$ cat src/hdl/mx2p_pkg.sv
// Shared types and constants for the 2x2 matrix power block.
`default_nettype none

package mx2p_pkg;

   localparam int WordWidth = 32;
   localparam int ExpWidth  = 31;
   localparam int StepWidth = 4;

   // step counter inside one matrix multiply: products issued on steps 0..7,
   // last sum written on step 8, result committed on step 9
   localparam logic [StepWidth-1:0] IssueLast = 4'd7;
   localparam logic [StepWidth-1:0] StepLast  = 4'd9;

   typedef logic [WordWidth-1:0] word_type;
   typedef word_type [3:0]       mat_type;   // row-major: {row, col}
   typedef logic [ExpWidth-1:0]  exp_type;
   typedef logic [StepWidth-1:0] step_type;

   typedef enum logic [1:0] {
      ST_IDLE,
      ST_ACC_MUL,
      ST_SQR_MUL,
      ST_RESPOND
   } state_type;

   // sequencer to datapath
   typedef struct packed {
      logic       busy;
      logic       load;         // take the input matrix into acc and base
      logic       issue;        // one product enters the multiplier
      logic       use_acc;      // left operand is acc (else base)
      logic [2:0] idx;          // {row, col, term}
      logic       commit_acc;   // acc <= product matrix
      logic       commit_base;  // base <= product matrix
      logic       respond;
   } ctrl_type;

endpackage

`default_nettype wire

$ cat src/hdl/mx2p_mac.sv
// Shared multiply-accumulate unit: one 32x32 product per cycle, sums into a temp matrix.
`default_nettype none

module mx2p_mac (
   input  wire                    clock,
   input  wire                    reset,
   input  wire                    issue,
   input  wire [2:0]              idx,
   input  mx2p_pkg::word_type     op_a,
   input  mx2p_pkg::word_type     op_b,
   output mx2p_pkg::mat_type      product
);
   import mx2p_pkg::*;

   logic [2*WordWidth-1:0] full_prod;
   word_type               prod_ff;
   logic                   prod_valid_ff;
   logic [2:0]             prod_idx_ff;
   word_type               sum_ff;
   mat_type                temp_ff;

   // only the low word survives: wraps modulo 2^32
   assign full_prod = op_a * op_b;

   always_ff @(posedge clock) begin
      if (reset) begin
         prod_valid_ff <= 1'b0;
      end else begin
         prod_valid_ff <= issue;
      end
   end

   always_ff @(posedge clock) begin
      prod_ff     <= full_prod[WordWidth-1:0];
      prod_idx_ff <= idx;
      if (prod_valid_ff) begin
         if (!prod_idx_ff[0]) begin
            sum_ff <= prod_ff;
         end else begin
            temp_ff[prod_idx_ff[2:1]] <= sum_ff + prod_ff;
         end
      end
   end

   assign product = temp_ff;

endmodule

`default_nettype wire

$ cat src/hdl/mx2p_ctrl.sv
// Sequencer: walks the exponent bits and steps the shared unit through each multiply.
`default_nettype none

module mx2p_ctrl (
   input  wire                 clock,
   input  wire                 reset,
   input  wire                 start,
   input  mx2p_pkg::exp_type   exponent,
   output mx2p_pkg::ctrl_type  ctrl
);
   import mx2p_pkg::*;

   state_type state_ff, state_in;
   step_type  step_ff, step_in;
   exp_type   exp_ff, exp_in;
   exp_type   exp_shift;

   assign exp_shift = exp_ff >> 1;

   always_ff @(posedge clock) begin
      if (reset) begin
         state_ff <= ST_IDLE;
         step_ff  <= '0;
         exp_ff   <= '0;
      end else begin
         state_ff <= state_in;
         step_ff  <= step_in;
         exp_ff   <= exp_in;
      end
   end

   always_comb begin
      state_in = state_ff;
      step_in  = step_ff;
      exp_in   = exp_ff;
      ctrl     = '0;
      ctrl.busy = (state_ff != ST_IDLE);
      unique case (state_ff)
         ST_IDLE: begin
            step_in = '0;
            if (start) begin
               ctrl.load = 1'b1;
               if (exponent == '0) begin
                  state_in = ST_RESPOND;
               end else if (exponent[0]) begin
                  exp_in   = exponent;
                  state_in = ST_ACC_MUL;
               end else begin
                  exp_in   = exponent >> 1;
                  state_in = ST_SQR_MUL;
               end
            end
         end
         ST_ACC_MUL, ST_SQR_MUL: begin
            ctrl.issue   = (step_ff <= IssueLast);
            ctrl.use_acc = (state_ff == ST_ACC_MUL);
            ctrl.idx     = step_ff[2:0];
            step_in      = step_ff + 4'd1;
            if (step_ff == StepLast) begin
               step_in = '0;
               if (state_ff == ST_ACC_MUL) begin
                  ctrl.commit_acc = 1'b1;
                  if (exp_shift != '0) begin
                     exp_in   = exp_shift;
                     state_in = ST_SQR_MUL;
                  end else begin
                     state_in = ST_RESPOND;
                  end
               end else begin
                  ctrl.commit_base = 1'b1;
                  if (exp_ff[0]) begin
                     state_in = ST_ACC_MUL;
                  end else begin
                     exp_in   = exp_shift;
                     state_in = ST_SQR_MUL;
                  end
               end
            end
         end
         ST_RESPOND: begin
            ctrl.respond = 1'b1;
            state_in     = ST_IDLE;
         end
         default: begin
            state_in = ST_IDLE;
         end
      endcase
   end

endmodule

`default_nettype wire

$ cat src/hdl/matrix_2x2_power.sv
// Top level: 2x2 matrix raised to the power e+1 by square-and-multiply, 32-bit wrapping.
// For e = 0 the input matrix is returned with no multiply; else popcount(e) accumulate and
//   floor(log2(e)) squaring multiplies run between the start transfer and the rsp_valid strobe.
// Each 2x2 multiply runs on the one shared 32x32 multiplier (8 products, drain, commit).
// A new start is taken only once idle; busy drops the cycle after rsp_valid.
// The receiver cannot stall. Sync active-high reset idles the sequencer; data regs not cleared.
`default_nettype none

module matrix_2x2_power (
   input  wire                 clock,
   input  wire                 reset,
   input  wire                 start,
   output logic                busy,
   input  wire signed [31:0]   req_entry_00,
   input  wire signed [31:0]   req_entry_01,
   input  wire signed [31:0]   req_entry_10,
   input  wire signed [31:0]   req_entry_11,
   input  wire [30:0]          req_exponent,
   output logic                rsp_valid,
   output logic signed [31:0]  rsp_result_00,
   output logic signed [31:0]  rsp_result_01,
   output logic signed [31:0]  rsp_result_10,
   output logic signed [31:0]  rsp_result_11
);
   import mx2p_pkg::*;

   ctrl_type ctrl;
   mat_type  acc_ff;      // running product
   mat_type  base_ff;     // base, squared once per exponent bit above bit 0
   mat_type  product;     // result of the last multiply from the shared unit
   mat_type  left_op;
   word_type op_a;
   word_type op_b;

   mx2p_ctrl u_ctrl (
      .clock    (clock),
      .reset    (reset),
      .start    (start),
      .exponent (req_exponent),
      .ctrl     (ctrl)
   );

   // Operand select for one product term.
   // idx = {row, col, term}: left = P[row][term], right = base[term][col].
   assign left_op = ctrl.use_acc ? acc_ff : base_ff;
   assign op_a    = left_op[{ctrl.idx[2], ctrl.idx[0]}];
   assign op_b    = base_ff[{ctrl.idx[0], ctrl.idx[1]}];

   mx2p_mac u_mac (
      .clock   (clock),
      .reset   (reset),
      .issue   (ctrl.issue),
      .idx     (ctrl.idx),
      .op_a    (op_a),
      .op_b    (op_b),
      .product (product)
   );

   // Working matrices: both start as the input matrix; each multiply commits
   // its whole product at once, so operands stay stable while it runs.
   always_ff @(posedge clock) begin
      if (ctrl.load) begin
         acc_ff  <= {$unsigned(req_entry_11), $unsigned(req_entry_10),
                     $unsigned(req_entry_01), $unsigned(req_entry_00)};
         base_ff <= {$unsigned(req_entry_11), $unsigned(req_entry_10),
                     $unsigned(req_entry_01), $unsigned(req_entry_00)};
      end else begin
         if (ctrl.commit_acc) begin
            acc_ff <= product;
         end
         if (ctrl.commit_base) begin
            base_ff <= product;
         end
      end
   end

   assign busy          = ctrl.busy;
   assign rsp_valid     = ctrl.respond;
   assign rsp_result_00 = $signed(acc_ff[0]);
   assign rsp_result_01 = $signed(acc_ff[1]);
   assign rsp_result_10 = $signed(acc_ff[2]);
   assign rsp_result_11 = $signed(acc_ff[3]);

`ifndef SYNTHESIS
   a_strobe_single : assert property (@(posedge clock) disable iff (reset)
      rsp_valid |=> !rsp_valid)
      else $error("result strobe held for more than one cycle");

   a_start_busy : assert property (@(posedge clock) disable iff (reset)
      (start && !busy) |=> busy)
      else $error("busy not raised after start transfer");

   a_rsp_in_busy : assert property (@(posedge clock) disable iff (reset)
      rsp_valid |-> busy)
      else $error("result strobe outside a busy period");

   a_zero_exp : assert property (@(posedge clock) disable iff (reset)
      (start && !busy && req_exponent == '0) |=> rsp_valid)
      else $error("zero exponent did not respond on the next cycle");

   a_commit_excl : assert property (@(posedge clock) disable iff (reset)
      !(ctrl.commit_acc && ctrl.commit_base) && !(ctrl.load && ctrl.issue))
      else $error("conflicting datapath controls");
`endif

endmodule

`default_nettype wire
$ cat config.mk
export PLATFORM = sky130hd
export DESIGN_NAME = matrix_2x2_power
export DESIGN_NICKNAME = d
export VERILOG_FILES = /design/src/hdl/mx2p_pkg.sv /design/src/hdl/mx2p_mac.sv /design/src/hdl/mx2p_ctrl.sv /design/src/hdl/matrix_2x2_power.sv
export SDC_FILE = /design/constraint.sdc
export NUM_CORES = 2
export LEC_CHECK = 0
export BUFFER_PORTS_ARGS = -buffer_cell sky130_fd_sc_hd__buf_2
export CAP_MARGIN = 10
export CORE_MARGIN = 2
export CORE_UTILIZATION = 60
export CTS_CLUSTER_SIZE = 20
export DETAILED_ROUTE_END_ITERATION = 8
export GPL_ROUTABILITY_DRIVEN = 0
export PLACE_DENSITY = 0.85
export SETUP_SLACK_MARGIN = 0.3
export SKIP_CTS_REPAIR_TIMING = 1
export SYNTH_ARGS = -nofsm -noshare
export SYNTH_HDL_FRONTEND = slang
export SYNTH_HIERARCHICAL = 1
export SYNTH_SLANG_ARGS = --single-unit
$ cat constraint.sdc
create_clock -name clock -period 11 [get_ports clock]
set_clock_uncertainty 0.15 [all_clocks]
set_input_delay 2.2 -clock clock [delete_from_list [all_inputs] [get_ports clock]]
set_output_delay 2.2 -clock clock [all_outputs]
set_load 0.03 [all_outputs]
==> flow_metrics.tcl <==
set metrics [dict create \
    status "complete, no violations" \
    dr.pass1.iters 7 \
    first_iter_violations 2407 \
    die_h_microns 253 \
    finalHoldViolCount 0 \
    tns_ns 0 \
    boundaryPins 292 \
    yosys_warnings 6 \
    drive_above_1_share_pct 19.0 \
    drv_cap 0 \
    postSynthAreaPerCell_sq_um 12.4 \
    path_buf_inv 7 \
    synthDominantCellAreaShare_pct 33.5 \
    nNetsFinal 3935 \
    synth_ff_type "edfxtp_1" \
    cp.required_ns 11.34 \
    gr-total-overflow 0 \
    clkTransAtPathRegs_ns 0.07 \
    slew-limit-headroom_pct 22.1 \
    synth_common_cells "edfxtp_1, fa_1, inv_1" \
    num_rows 91 \
    yosysSeqAreaShare_pct 37.4 \
    syn_to_final_growth_pct 9.47 \
    syn_inst 3001 \
    cts_tree "done" \
    critPathMostFrequentCell "fa_1" \
    cp_max_fo 42 \
    worstMarginPinSlew_ns 1.17 \
    critical_path.max_stage_delay_ns 0.83 \
    slowest_stage "mux4_2" \
    final_core_utilization_pct 66.3 \
    max_freq_ghz 0.102 \
    cts_htree_levels 2 \
    wirelength_microns 100000 \
    grt_pass1_vias 26600 \
    dp_hpwl_microns 70400 \
    cts-root-buf "clkbuf_16" \
    cts_buffers 46 \
    clk_latency_ns 0.61 \
    path_class "reg -> reg" \
    async_flop_share_pct 0 \
    drtAntennaViolNets 0 \
    setup_viol 0 \
    min_path_type "reg -> reg" \
    drc 0 \
    cp_top_family "adder cells" \
    synth_top_area_cell "edfxtp_1" \
    synth_seq_cells 489 \
    worstSetupStartpointType "flip-flop" \
    fp.dieW_microns 253 \
    synth_fp_nets 3733 \
    cts_max_path_buffers 3 \
    cp-end-kind "flip-flop" \
    grt_max_degree 82 \
    grt_pass1_wl_microns 153000 \
    rsz0062_at_grt "false" \
    min_period_ns 9.76 \
    synthesis.area_sq_um 37300 \
    viasPerCell 6.14 \
    dieArea_sq_um 64100 \
    synth_most_common_cell "edfxtp_1" \
    io_buffer_count 291 \
    synth_area_leaders "edfxtp_1, fa_1, ha_1" \
    synth_edf_count 416 \
    start_util_pct 60.5 \
    fillCellCount 4152 \
    holdWs_ns 0.291 \
    track_usage_pct 31.9 \
    cts.sinks 489 \
    worstPathArrival_ns 10.10 \
    antenna_found_initial 9 \
    vias 25100 \
    coreArea_sq_um 61600 \
    wl_per_cell_microns 24.5 \
    finalCritPeriodShare_pct 88.7 \
    ys_types 70 \
    slew_viol_final 0 \
]
[cell usage in the layout (no fill, tap or decap), drive strengths merged, types with 3 or more instances in the layout]
cell | Yosys | layout
buf | 48 | 310
o21ai | 52 | 52
a21o | 24 | 24
xnor2 | 89 | 89
nand2 | 261 | 261
mux4 | 96 | 96
or2 | 3 | 3
bufinv | 0 | 4
nand2b | 11 | 11
inv | 394 | 397
mux2 | 160 | 160
nor2 | 67 | 67
o21a | 12 | 12
nand4 | 5 | 5
a221oi | 3 | 3
a211oi | 8 | 8
clkinv | 0 | 17
and3 | 6 | 6
o21bai | 3 | 3
edfxtp | 416 | 416
or3 | 3 | 3
o41ai | 30 | 30
nor3b | 3 | 3
a21oi | 73 | 73
nor3 | 18 | 18
fa | 409 | 409
nor2b | 39 | 39
a31oi | 4 | 4
nor4 | 16 | 16
a2111oi | 3 | 3
diode | 0 | 7
xor2 | 31 | 31
clkbuf | 108 | 60
ha | 161 | 161
mux2i | 30 | 30
and2 | 308 | 308
nand3 | 7 | 7
dfxtp | 73 | 73
[worst paths after layout]
path                       from                 to  slack (ns)  cells past startpoint
max reg2reg  u_ctrl/state_ff[0]  u_mac/prod_ff[31]        1.24                     28
min           u_mac/prod_ff[11]   u_mac/sum_ff[11]        0.29                      0
max          u_ctrl/state_ff[0]  u_mac/prod_ff[31]        1.24                     28
min reg2reg   u_mac/prod_ff[11]   u_mac/sum_ff[11]        0.29                      0
[layer usage]
| layer | wire length (microns) | track usage (%) | vias up |
|---|---|---|---|
| met5 | 25 | 0 | - |
| met4 | 4490 | 14.0 | 4 |
| met3 | 10500 | 7.14 | 314 |
| met2 | 49000 | 53.2 | 1548 |
| met1 | 35900 | 40.2 | 12700 |
| li1 | - | - | 10500 |
[per-stage QoR]
stage                     setup slack, ns  instances  instance area (sq um)
after floorplan                      1.84       3001                  37300
after global placement               1.55       3992                  39300
after detailed placement             1.34       3992                  39300
after CTS                            1.33       4078                  40800
after global routing                0.748       4080                  40800
final                                1.24       4085                  40800
[cells by family (layout without fill, tap and decap cells)]
kind of cell,Yosys count,in the layout,share of synthesized area (%)
AOI/OAI and AO/OA,232,232,4.11
xor gates and xnor gates,120,120,2.82
adders and majority gates,570,570,27.4
buffers and inverters,550,790,5.87
DFF,489,489,37.4
muxes,286,286,11.9
other,0,7,0
and+or+nand+nor,754,754,10.5
[sequential cells by signal, summed over array words and instances (netlist names)]
register and cells:
base_ff 128, u_mac/product 128, rsp_result_00 32, rsp_result_01 32, rsp_result_10 32, rsp_result_11 32, u_mac/prod_ff 32, u_mac/sum_ff 32
u_ctrl/exp_ff 31, u_ctrl/step_ff 4, u_mac/prod_idx_ff 3, u_ctrl/state_ff 2, u_mac/prod_valid_ff 1
[worst reg2reg max path: cells and delay by family, from the launching register on]
family,cells,cell delay [ns]
buffers and inverters,7,1.31
adder cells (fa/ha/maj),10,4.05
flip-flops,1,0.42
AO/OA/AOI/OAI,6,1.88
XOR/XNOR,1,0.11
AND/OR/NAND/NOR,3,0.89
multiplexers,1,0.86
[cell type report]
cell class                      instances  area (sq um)  share of cell area, %
Clock inverter                         26           263                  0.644
Antenna cell                            7          17.5                 0.0429
Tap cell                              837          1050                   2.57
Multi-Input combinational cell       1962         21200                   51.9
Timing Repair Buffer                  310          1610                   3.95
Sequential cell                       489         14000                   34.2
Inverter                              394          1480                   3.62
Clock buffer                           60          1240                   3.05
Power is left out: the tool's default activity adds up to more than one toggle a clock period on the data nets, which glitch-free logic cannot reach.
